File: config.mk
export PLATFORM = sky130hd
export DESIGN_NAME = serial_line_unit_quad_top
export DESIGN_NICKNAME = d
export VERILOG_FILES = /design/src/sv/slu4_pkg.sv /design/src/sv/slu4_cfg.sv /design/src/sv/slu4_unit.sv /design/src/sv/serial_line_unit_quad_top.sv
export SDC_FILE = /design/constraint.sdc
export NUM_CORES = 1
export LEC_CHECK = 0
export BUFFER_PORTS_ARGS = -buffer_cell sky130_fd_sc_hd__clkbuf_2
export CAP_MARGIN = 20
export CELL_PAD_IN_SITES_DETAIL_PLACEMENT = 0
export CELL_PAD_IN_SITES_GLOBAL_PLACEMENT = 1
export CORE_ASPECT_RATIO = 0.7
export CORE_MARGIN = 1.5
export CORE_UTILIZATION = 51
export CTS_BUF_LIST = sky130_fd_sc_hd__clkbuf_2
export CTS_CLUSTER_DIAMETER = 100
export DETAILED_ROUTE_END_ITERATION = 8
export PLACE_DENSITY_LB_ADDON = 0.1
export SLEW_MARGIN = 20
export SYNTH_ARGS = -nofsm -noshare
export SYNTH_HDL_FRONTEND = slang
export SYNTH_HIERARCHICAL = 1
export SYNTH_SLANG_ARGS = --single-unit
File: constraint.sdc
create_clock -name clk -period 9.8 [get_ports clk]
set_input_delay 0.98 -clock clk [delete_from_list [all_inputs] [get_ports clk]]
set_output_delay 0.98 -clock clk [all_outputs]
set_load 0.03 [all_outputs]
File: src/sv/slu4_pkg.sv
package slu4_pkg;

  typedef enum logic [1:0] {
    KIND_READ  = 2'd0,
    KIND_WRITE = 2'd1,
    KIND_POLL  = 2'd2,
    KIND_CLEAR = 2'd3
  } kind_t;

  typedef enum logic [1:0] {
    SEL_RX_CSR = 2'd0,
    SEL_RX_BUF = 2'd1,
    SEL_TX_CSR = 2'd2,
    SEL_TX_BUF = 2'd3
  } sel_t;

  // configuration register indexes (byte address / 4)
  localparam logic [1:0] REG_LF_BREAK = 2'd0;
  localparam logic [1:0] REG_VEC_BASE = 2'd1;
  localparam logic [1:0] REG_TX_DELAY = 2'd2;

  localparam logic [8:0] VEC_BASE_RST = 9'd48;
  localparam logic [7:0] TX_DELAY_RST = 8'd32;
  localparam logic [8:0] VEC_TX_OFS   = 9'd4;

  localparam logic [7:0] CH_LF       = 8'd10;
  localparam logic [7:0] CH_CR       = 8'd13;
  localparam logic [6:0] CH_STAR     = 7'd42;
  localparam logic [6:0] CH_STAR_MAP = 7'd4;
  localparam logic [6:0] CH_DC3      = 7'd19;
  localparam logic [6:0] CH_DC3_MAP  = 7'o34;

  localparam logic [7:0] WAIT_MAX = 8'hFF;

  // status word bits
  localparam int CSR_DONE_BIT = 7;
  localparam int CSR_IE_BIT   = 6;

  typedef struct packed {
    logic        lf_break_enable;
    logic [8:0]  irq_vector_base;
    logic [7:0]  tx_delay;
  } cfg_t;

  typedef struct packed {
    kind_t       kind;
    logic [1:0]  terminal;
    sel_t        reg_select;
    logic [15:0] write_data;
    logic        rx_valid;
    logic [7:0]  rx_char;
  } item_t;

  typedef struct packed {
    logic [15:0] read_data;
    logic        tx_valid;
    logic [6:0]  tx_char;
    logic        trap;
    logic        rx_irq;
    logic        tx_irq;
    logic [8:0]  rx_irq_vector;
    logic [8:0]  tx_irq_vector;
  } result_t;

endpackage

File: src/sv/slu4_cfg.sv
module slu4_cfg (
  input  logic                clk,
  input  logic                rst_n,
  input  logic                psel,
  input  logic                penable,
  input  logic                pwrite,
  input  logic [3:0]          paddr,
  input  logic [31:0]         pwdata,
  output logic [31:0]         prdata,
  output logic                pready,
  output slu4_pkg::cfg_t      cfg
);

  slu4_pkg::cfg_t cfg_r;
  logic           wr_en;
  logic [1:0]     reg_idx;

  assign pready  = 1'b1;
  assign reg_idx = paddr[3:2];
  assign wr_en   = psel && penable && pwrite;
  assign cfg     = cfg_r;

  always_ff @(posedge clk) begin
    if (!rst_n) begin
      cfg_r.lf_break_enable <= 1'b0;
      cfg_r.irq_vector_base <= slu4_pkg::VEC_BASE_RST;
      cfg_r.tx_delay        <= slu4_pkg::TX_DELAY_RST;
    end else if (wr_en) begin
      case (reg_idx)
        slu4_pkg::REG_LF_BREAK: cfg_r.lf_break_enable <= pwdata[0];
        slu4_pkg::REG_VEC_BASE: cfg_r.irq_vector_base <= pwdata[8:0];
        slu4_pkg::REG_TX_DELAY: cfg_r.tx_delay        <= pwdata[7:0];
        default: ;
      endcase
    end
  end

  always_comb begin
    case (reg_idx)
      slu4_pkg::REG_LF_BREAK: prdata = {31'd0, cfg_r.lf_break_enable};
      slu4_pkg::REG_VEC_BASE: prdata = {23'd0, cfg_r.irq_vector_base};
      slu4_pkg::REG_TX_DELAY: prdata = {24'd0, cfg_r.tx_delay};
      default:                prdata = 32'd0;
    endcase
  end

endmodule

File: src/sv/slu4_unit.sv
module slu4_unit #(
  parameter int TERMINALS = 4
) (
  input  logic                clk,
  input  logic                rst_n,
  input  logic                fire,
  input  slu4_pkg::item_t     item,
  input  slu4_pkg::cfg_t      cfg,
  output slu4_pkg::result_t   res
);

  localparam int IW = (TERMINALS > 1) ? $clog2(TERMINALS) : 1;

  logic [TERMINALS-1:0] rx_done_r;
  logic [TERMINALS-1:0] rx_ie_r;
  logic [TERMINALS-1:0] tx_ready_r;
  logic [TERMINALS-1:0] tx_ie_r;
  logic [6:0]           rx_buf_r  [TERMINALS];
  logic [6:0]           tx_buf_r  [TERMINALS];
  logic [7:0]           tx_wait_r [TERMINALS];

  logic [IW-1:0] t_idx;
  logic          hit;

  logic       rx_done_nxt;
  logic       rx_ie_nxt;
  logic       tx_ready_nxt;
  logic       tx_ie_nxt;
  logic       rx_buf_we;
  logic [6:0] rx_buf_nxt;
  logic       tx_buf_we;
  logic [7:0] tx_wait_nxt;
  logic [7:0] wait_inc;
  logic [6:0] rx_code;
  logic [8:0] rx_vec;

  assign t_idx  = IW'(item.terminal);
  assign hit    = (32'(item.terminal) < TERMINALS);
  assign rx_vec = cfg.irq_vector_base + 9'({item.terminal, 3'b000});

  always_comb begin
    rx_done_nxt  = rx_done_r[t_idx];
    rx_ie_nxt    = rx_ie_r[t_idx];
    tx_ready_nxt = tx_ready_r[t_idx];
    tx_ie_nxt    = tx_ie_r[t_idx];
    rx_buf_we    = 1'b0;
    tx_buf_we    = 1'b0;
    tx_wait_nxt  = tx_wait_r[t_idx];
    res          = '0;

    rx_code = item.rx_char[6:0];
    if (rx_code == slu4_pkg::CH_STAR) begin
      rx_code = slu4_pkg::CH_STAR_MAP;
    end else if (rx_code == slu4_pkg::CH_DC3) begin
      rx_code = slu4_pkg::CH_DC3_MAP;
    end
    rx_buf_nxt = rx_code;

    wait_inc = (tx_wait_r[t_idx] != slu4_pkg::WAIT_MAX) ?
               tx_wait_r[t_idx] + 8'd1 : tx_wait_r[t_idx];

    if (hit) begin
      case (item.kind)
        slu4_pkg::KIND_READ: begin
          case (item.reg_select)
            slu4_pkg::SEL_RX_CSR: begin
              res.read_data[slu4_pkg::CSR_DONE_BIT] = rx_done_r[t_idx];
              res.read_data[slu4_pkg::CSR_IE_BIT]   = rx_ie_r[t_idx];
            end
            slu4_pkg::SEL_RX_BUF: begin
              if (rx_done_r[t_idx]) begin
                rx_done_nxt    = 1'b0;
                res.read_data  = {9'd0, rx_buf_r[t_idx]};
              end
            end
            slu4_pkg::SEL_TX_CSR: begin
              res.read_data[slu4_pkg::CSR_DONE_BIT] = tx_ready_r[t_idx];
              res.read_data[slu4_pkg::CSR_IE_BIT]   = tx_ie_r[t_idx];
            end
            default: ;
          endcase
        end
        slu4_pkg::KIND_WRITE: begin
          case (item.reg_select)
            slu4_pkg::SEL_RX_CSR: rx_ie_nxt = item.write_data[slu4_pkg::CSR_IE_BIT];
            slu4_pkg::SEL_TX_CSR: tx_ie_nxt = item.write_data[slu4_pkg::CSR_IE_BIT];
            slu4_pkg::SEL_TX_BUF: begin
              tx_buf_we    = 1'b1;
              tx_ready_nxt = 1'b0;
              tx_wait_nxt  = 8'd0;
            end
            default: ;
          endcase
        end
        slu4_pkg::KIND_POLL: begin
          if (item.rx_valid) begin
            res.trap = cfg.lf_break_enable &&
                       (item.rx_char == slu4_pkg::CH_LF || item.rx_char == slu4_pkg::CH_CR);
            rx_buf_we   = 1'b1;
            rx_done_nxt = 1'b1;
            if (rx_ie_r[t_idx]) begin
              res.rx_irq        = 1'b1;
              res.rx_irq_vector = rx_vec;
            end
          end
          if (!tx_ready_r[t_idx]) begin
            tx_wait_nxt = wait_inc;
            if (wait_inc > cfg.tx_delay) begin
              res.tx_valid = 1'b1;
              res.tx_char  = tx_buf_r[t_idx];
              tx_ready_nxt = 1'b1;
              if (tx_ie_r[t_idx]) begin
                res.tx_irq        = 1'b1;
                res.tx_irq_vector = rx_vec + slu4_pkg::VEC_TX_OFS;
              end
            end
          end
        end
        slu4_pkg::KIND_CLEAR: begin
          // buffers are only visible behind done / not-ready, so they are left alone
          rx_done_nxt  = 1'b0;
          rx_ie_nxt    = 1'b0;
          tx_ready_nxt = 1'b1;
          tx_ie_nxt    = 1'b0;
        end
        default: ;
      endcase
    end
  end

  always_ff @(posedge clk) begin
    if (!rst_n) begin
      rx_done_r  <= '0;
      rx_ie_r    <= '0;
      tx_ready_r <= '1;
      tx_ie_r    <= '0;
      for (int i = 0; i < TERMINALS; i++) begin
        tx_wait_r[i] <= 8'd0;
      end
    end else if (fire && hit) begin
      rx_done_r[t_idx]  <= rx_done_nxt;
      rx_ie_r[t_idx]    <= rx_ie_nxt;
      tx_ready_r[t_idx] <= tx_ready_nxt;
      tx_ie_r[t_idx]    <= tx_ie_nxt;
      tx_wait_r[t_idx]  <= tx_wait_nxt;
    end
  end

  always_ff @(posedge clk) begin
    if (fire && hit && rx_buf_we) begin
      rx_buf_r[t_idx] <= rx_buf_nxt;
    end
    if (fire && hit && tx_buf_we) begin
      tx_buf_r[t_idx] <= item.write_data[6:0];
    end
  end

endmodule

File: src/sv/serial_line_unit_quad_top.sv
// Quad serial line unit.
// A transaction passes through the input register, then the result register.
// Throughput: one transaction per cycle; the input register advances whenever the
//   result register is empty or being taken.
// Reset (rst_n low, synchronous): pipeline empty, terminal flags and counters at
//   reset values, configuration registers at defaults.
module serial_line_unit_quad_top #(
  parameter int TERMINALS = 4
) (
  input  logic        clk,
  input  logic        rst_n,

  input  logic        in_valid,
  output logic        in_stall,
  input  logic [1:0]  in_kind,
  input  logic [1:0]  in_terminal,
  input  logic [1:0]  in_reg_select,
  input  logic [15:0] in_write_data,
  input  logic        in_rx_valid,
  input  logic [7:0]  in_rx_char,

  output logic        out_valid,
  input  logic        out_stall,
  output logic [15:0] out_read_data,
  output logic        out_tx_valid,
  output logic [6:0]  out_tx_char,
  output logic        out_trap,
  output logic        out_rx_irq,
  output logic        out_tx_irq,
  output logic [8:0]  out_rx_irq_vector,
  output logic [8:0]  out_tx_irq_vector,

  input  logic        psel,
  input  logic        penable,
  input  logic        pwrite,
  input  logic [3:0]  paddr,
  input  logic [31:0] pwdata,
  output logic [31:0] prdata,
  output logic        pready
);

  slu4_pkg::cfg_t    cfg;
  slu4_pkg::item_t   item_r;
  slu4_pkg::result_t res;
  slu4_pkg::result_t res_r;
  logic              in_valid_r;
  logic              out_valid_r;
  logic              adv;
  logic              in_take;

  assign adv      = in_valid_r && (!out_valid_r || !out_stall);
  assign in_stall = in_valid_r && out_valid_r && out_stall;
  assign in_take  = in_valid && !in_stall;

  slu4_cfg u_cfg (
    .clk     (clk),
    .rst_n   (rst_n),
    .psel    (psel),
    .penable (penable),
    .pwrite  (pwrite),
    .paddr   (paddr),
    .pwdata  (pwdata),
    .prdata  (prdata),
    .pready  (pready),
    .cfg     (cfg)
  );

  slu4_unit #(
    .TERMINALS (TERMINALS)
  ) u_unit (
    .clk   (clk),
    .rst_n (rst_n),
    .fire  (adv),
    .item  (item_r),
    .cfg   (cfg),
    .res   (res)
  );

  always_ff @(posedge clk) begin
    if (!rst_n) begin
      in_valid_r  <= 1'b0;
      out_valid_r <= 1'b0;
    end else begin
      if (in_take) begin
        in_valid_r <= 1'b1;
      end else if (adv) begin
        in_valid_r <= 1'b0;
      end
      if (adv) begin
        out_valid_r <= 1'b1;
      end else if (!out_stall) begin
        out_valid_r <= 1'b0;
      end
    end
  end

  always_ff @(posedge clk) begin
    if (in_take) begin
      item_r.kind       <= slu4_pkg::kind_t'(in_kind);
      item_r.terminal   <= in_terminal;
      item_r.reg_select <= slu4_pkg::sel_t'(in_reg_select);
      item_r.write_data <= in_write_data;
      item_r.rx_valid   <= in_rx_valid;
      item_r.rx_char    <= in_rx_char;
    end
    if (adv) begin
      res_r <= res;
    end
  end

  assign out_valid         = out_valid_r;
  assign out_read_data     = res_r.read_data;
  assign out_tx_valid      = res_r.tx_valid;
  assign out_tx_char       = res_r.tx_char;
  assign out_trap          = res_r.trap;
  assign out_rx_irq        = res_r.rx_irq;
  assign out_tx_irq        = res_r.tx_irq;
  assign out_rx_irq_vector = res_r.rx_irq_vector;
  assign out_tx_irq_vector = res_r.tx_irq_vector;

  a_stall_only_when_full: assert property (@(posedge clk) disable iff (!rst_n)
    in_stall |-> (out_valid_r && out_stall))
    else $error("input stalled while result register free");

  a_txirq_needs_send: assert property (@(posedge clk) disable iff (!rst_n)
    (out_valid_r && out_tx_irq) |-> out_tx_valid)
    else $error("transmit interrupt without a sent character");

  a_vectors_gated: assert property (@(posedge clk) disable iff (!rst_n)
    out_valid_r |-> ((out_rx_irq || out_rx_irq_vector == 9'd0) &&
                     (out_tx_irq || out_tx_irq_vector == 9'd0)))
    else $error("interrupt vector without request");

  a_read_width: assert property (@(posedge clk) disable iff (!rst_n)
    out_valid_r |-> (out_read_data[15:8] == 8'd0))
    else $error("read data beyond eight bits");

endmodule
==> After elaboration in Yosys (flattened, before gate mapping) <==
Memories as Yosys holds them, arrays and structs flattened. A register that Yosys moved wholly into a read port is not among the register bits.
Index checks and enable logic that the tools add are counted.
{ "word_totals": {"regBits": 103, "inputBits": 74, "output_inout_bits": 80, "wordCells": 140, "ram_bits": 88, "n_memories": 3} }
{ "op_classes": {"eq_ne": 14, "n_mux": 59, "n_bitwise": 3, "order_cmp": 3, "addsub": 3, "n_reduce_logical": 30} }
{ "mem_list": {"columns": ["memory", "words", "word_bits", "read_ports", "rd_clocked_by_memory_dff", "write_ports", "line", "source"], "rows": [
  ["u_unit.tx_wait_r", 4, 8, 1, 1, 4, "slu4_unit.sv:20", "logic [7:0] tx_wait_r [TERMINALS];"],
  ["u_unit.rx_buf_r", 4, 7, 1, 1, 1, "slu4_unit.sv:18", "logic [6:0] rx_buf_r [TERMINALS];"],
  ["u_unit.tx_buf_r", 4, 7, 1, 1, 1, "slu4_unit.sv:19", "logic [6:0] tx_buf_r [TERMINALS];"]
]} }
{ "op_table": {"columns": ["cell", "count"], "rows": [
  ["$mux 8", 5],
  ["$mux 1", 31],
  ["$pmux 9 s3", 1],
  ["$mux 7", 3],
  ["$bwmux 4", 4],
  ["$eq 8x4->1 const B", 2],
  ["$pmux 8 s2", 1],
  ["$eq 2x2->1 const B", 5],
  ["$logic_and 1x1->1", 10],
  ["$reduce_and 2->1", 5],
  ["$add 9x3->9 const B", 1],
  ["$add 9x5->9", 1],
  ["$add 8x1->8 const B", 1],
  ["$bmux 1 s2", 4],
  ["$gt 8x8->1", 1],
  ["$mux 2", 4],
  ["$ne 8x8->1 const B", 1],
  ["$reduce_or 8->1", 1],
  ["$eq 7x5->1 const B", 1],
  ["$eq 7x6->1 const B", 1],
  ["$eq 2x1->1 const B", 3],
  ["$logic_not 2->1", 3],
  ["$pmux 1 s3", 2],
  ["$pmux 2 s3", 1],
  ["other kinds (13)", 20]
]} }

==> Depth between registers and ports, before layout <==
{ "depth": {"depth_word": 8, "depth_mapped": 14, "ltp_nobuf": 12} }

==> Hierarchy <==
The synthesis kept the hierarchy.
{ "modules_own_cells": {"columns": ["mod", "cells_per_inst", "area_per_inst_um2", "seq_area_each_um2", "n_inst"], "rows": [
  ["slu4_unit", 479, 5586.6, 2962.8, 1],
  ["serial_line_unit_quad_top", 84, 2366.0, 2322.2, 1],
  ["slu4_cfg", 115, 1016.0, 360.3, 1]
]} }

==> Worst setup path before layout <==
Ideal clock, no wire load.
{ "synth_path": {"kind": "input -> register", "from": "input out_stall", "to": "memory u_unit.rx_buf_r[0][0] (enable)", "n_path_buf": 1, "path_slack_ns": 3.997, "t_required_ns": 9.420, "t_arrival_ns": 5.422, "cell_stages": 4, "setup_time_ns": 0.380, "path_cell_list": "a21boi_0 clkbuf_1 nand3_1 nor3_1"} }
{ "synth_between": {"elab_chain_len": 6} }
{ "synth_rtl": {"columns": ["item", "line", "source"], "rows": [
  ["start, declared", "serial_line_unit_quad_top.sv:23", "input logic out_stall,"],
  ["$logic_not 1->1", null, null],
  ["$logic_or 1x1->1", "serial_line_unit_quad_top.sv:51", "assign adv = in_valid_r && (!out_valid_r || !out_stall);"],
  ["$logic_and 1x1->1", "serial_line_unit_quad_top.sv:51", null],
  ["$logic_and 1x1->1", "slu4_unit.sv:150", "if (fire && hit && rx_buf_we) begin"],
  ["$mux 1", "slu4_unit.sv:150", null],
  ["$mux 1 (not written as such)", "slu4_unit.sv:151", "rx_buf_r[t_idx] <= rx_buf_nxt;"],
  ["end, declared", "slu4_unit.sv:18", null]
]} }
No other way between the ends.

==> Final worst setup path <==
{ "layout_path": {"from": "register item_r[27] (netlist name)", "to": "register res_r (netlist bit out_tx_irq_vector[5]), data pin"} }
{ "layout_between": {"elab_chain_len": 4, "elab_cells_between_ends": 8, "classes_between": "2 x add/sub; 4 x mux; 1 x bitwise; 1 x reduce/logical"} }
{ "layout_rtl": {"columns": ["item", "line", "source"], "rows": [
  ["start, declared", "serial_line_unit_quad_top.sv:43", "slu4_pkg::item_t item_r;"],
  ["branches (longest 4 deep; another with $add 9x5->9)", null, null],
  ["end signal, assigned", "serial_line_unit_quad_top.sv:107", "res_r <= res;"],
  ["end, declared", "serial_line_unit_quad_top.sv:45", "slu4_pkg::result_t res_r;"]
]} }
Parallel ways; which one is timed is not known. The select of a mux whose other input is x is not followed.
A chain may end at the register's enable or synchronous reset.

==> load_flow_metrics.sql <==
INSERT INTO impl_metrics (metric_group, metric, value, unit) VALUES
('status', 'run_status', 'completed', ''),
('floorplanning', 'floorplan.die.height', '112', 'um'),
('power', 'cellPowerDensity', '159', 'nW/um^2'),
('timing', 'tightestPinTransition', '1.06', 'ns'),
('synth', 'mean_instance_size_in_the_synthesized_netlist', '13.0', 'um^2'),
('power', 'power.switching', '409', 'uW'),
('setup_path', 'timing.critical_path.required', '10.38', 'ns'),
('cells_and_area', 'layout.nets', '849', ''),
('drt', 'detail-route-antenna-nets', '0', ''),
('setup_path', 'kind_of_start_point_of_the_critical_path', 'register', ''),
('grt', 'grt_pass1_vias', '5200', ''),
('synth', 'synth_area', '8700', 'um^2'),
('cts', 'cts.hold.buffers_added', '0', ''),
('timing', 'setup_tns', '0', 'ns'),
('synth', 'synth_warnings', '6', ''),
('cells_and_area', 'multi_input_area', '2960', 'um^2'),
('cells_and_area', 'area.sequential', '5380', 'um^2'),
('timing', 'fin_skew', '0.0495', 'ns'),
('cts', 'path_clk_slew', '0.30', 'ns'),
('placement', 'buffer_ports.inserted', '95', ''),
('drt', 'vias_per_cell', '5.44', ''),
('drt', 'route.detailed.drc', '0', ''),
('drt', 'drt_iter0_markers', '410', ''),
('placement', 'pre_cts_ws', '4.99', 'ns'),
('cells_and_area', 'fillCellCount', '1364', ''),
('setup_path', 'timing.critical_path.arrival', '5.42', 'ns'),
('grt', 'grtUsageTotal', '20.7', '%'),
('grt', 'number_of_antenna_violations_at_the_first_check_in_global_routing', '0', ''),
('drt', 'detail_route.wirelength', '17600', 'um'),
('power', 'power.share.sequential', '60.1', '%'),
('power', 'power.clock.fraction', '29.6', '%'),
('power', 'p_int', '1.11', 'mW'),
('hold_path', 'hold_class', 'in -> reg', ''),
('floorplanning', 'io_pins', '154', ''),
('cells_and_area', 'design_area', '9560', 'um^2'),
('cts', 'clock-root-buffer', 'clkbuf_2', ''),
('setup_path', 'crit_path_end', 'out_tx_irq_vector[5]$_DFFE_PP_', ''),
('power', 'power_leakage', '3.61', 'nW'),
('power', 'combPwrFrac', '10.3', '%'),
('placement', 'placement.cell_area', '9250', 'um^2'),
('cells_and_area', 'final_cell_count_no_fill', '996', ''),
('floorplanning', 'rows', '39', ''),
('cts', 'clock_latency', '0.77', 'ns'),
('cts', 'htree_levels', '4', ''),
('setup_path', 'timing.reg2reg.worst_path_depth', '13', ''),
('job', 'drv_cap', '0', ''),
('cells_and_area', 'post_route_cells_drive_above_1_share', '22.7', '%'),
('drt', 'wl_per_cell', '17.7', 'um'),
('grt', 'pin_count_of_the_biggest_net_entering_global_routing', '56', ''),
('timing', 'clock.fmax', '206', 'MHz'),
('timing', 'layout_setup_ws', '4.95', 'ns'),
('cts', 'tritoncts', 'built', ''),
('timing', 'timing.final.setup_violations', '0', ''),
('setup_path', 'critical_path.endpoint_type', 'register', ''),
('setup_path', 'crit_type', 'reg -> reg', ''),
('cts', 'tritoncts.num_buffers', '17', ''),
('power', 'power.switching_fraction', '27.0', '%'),
('timing', 'final_period_minus_worst_setup_slack', '4.85', 'ns'),
('floorplanning', 'die_width', '159', 'um'),
('timing', 'number_of_max_slew_violations_in_the_final_report', '0', ''),
('setup_path', 'timing.rr.end', 'out_tx_irq_vector[5]$_DFFE_PP_', ''),
('grt', 'grt_pass1_wl', '28000', 'um'),
('grt', 'grt_remaining_overflow', '0', ''),
('power', 'worst_ir_drop_vdd', '0.0923', 'mV'),
('floorplanning', 'core_area', '16500', 'um^2'),
('synth', 'synthesis.instances', '669', ''),
('timing', 'fin_crit_sh', '49.5', '%'),
('setup_path', 'cp_max_fo', '38', ''),
('drt', 'drt_first_pass_iters', '5', ''),
('cts', 'cts.sink_count', '191', ''),
('cts', 'cts-root-to-sink-buffers', '2', '');
## layer usage
layer,wire [um],vias up,global-route usage [%]
met1,8380,2631,29.7
met3,1020,12,4.47
met2,8110,195,32.8
li1,-,2584,-
met5,0,-,0
met4,134,0,4.78
## power by group through the flow
| stage | sequential [mW] | combinational (mW) | clock, mW |
|---|---|---|---|
| after floorplan | 0.939 | 0.109 | 0 |
| after global placement | 0.927 | 0.153 | 0 |
| after detailed placement | 0.929 | 0.156 | 0 |
| after CTS | 0.912 | 0.156 | 0.461 |
| after global routing | 0.915 | 0.171 | 0.496 |
| final | 0.911 | 0.156 | 0.449 |
## state kept, by name (all words and copies together) (netlist names), 7 cells and up
name / cells
u_unit/tx_buf_r: 28
out_read_data: 16
u_cfg/cfg: 18
u_unit/rx_buf_r: 28
item_r: 22
out_rx_irq_vector: 9
out_tx_irq_vector: 9
u_unit/tx_wait_r: 32
out_tx_char: 7
## worst min path at each step
stage                                     start                                to  slack (ns)  cells after the start
4_1_cts                        in_write_data[0]               item_r[9]$_DFFE_PP_        0.29                      1
2_1_floorplan  u_unit/rx_done_r[3]$_SDFFE_PN0P_  u_unit/rx_done_r[3]$_SDFFE_PN0P_        0.44                      2
6_report                       in_write_data[2]              item_r[11]$_DFFE_PP_        0.36                      1
3_3_place_gp   u_unit/rx_done_r[3]$_SDFFE_PN0P_  u_unit/rx_done_r[3]$_SDFFE_PN0P_        0.45                      2
5_1_grt                        in_write_data[0]               item_r[9]$_DFFE_PP_        0.25                      1
3_5_place_dp   u_unit/rx_done_r[3]$_SDFFE_PN0P_  u_unit/rx_done_r[3]$_SDFFE_PN0P_        0.46                      2
## cells in the final DEF (no fill, tap or decap), types with 20 or more instances in the layout
cell        n
dfxtp_1    36
nor2_1     58
mux4_2     26
nand2_1    59
inv_1      32
clkbuf_2  112
o21ai_0    21
a21oi_1    20
edfxtp_1  155
conb_1     32
## final cells by class
cell class | count | share of cell area (%)
Clock inverter | 15 | 2.30
Sequential cell | 191 | 56.3
Tap cell | 225 | 2.95
Inverter | 32 | 1.26
Timing Repair Buffer | 100 | 5.37
Clock buffer | 17 | 0.890
Multi-Input combinational cell | 416 | 31.0
## metrics by stage
step	utilization [%]	power, mW	hold slack, ns
after floorplan	-	1.05	0.440
after detailed placement	56.1	1.08	0.458
after global placement	56.1	1.08	0.450
after global routing	57.9	1.58	0.253
final	57.9	1.52	0.358
after CTS	57.9	1.53	0.290
## worst max-delay path: stages (launching register included)
cell and delay [ns]:
edfxtp_1 0.40, buf_4 0.55, mux4_2 0.70, ha_1 0.31
and4_1 0.23, nand2_1 0.24, nor3b_1 0.22, a21oi_1 0.07
ha_1 0.31, a21oi_1 0.09, o211ai_1 0.19, o311a_1 0.47
nand3_1 0.48, nor3b_1 0.36
No activity file was read; power rests on OpenSTA's default activity.
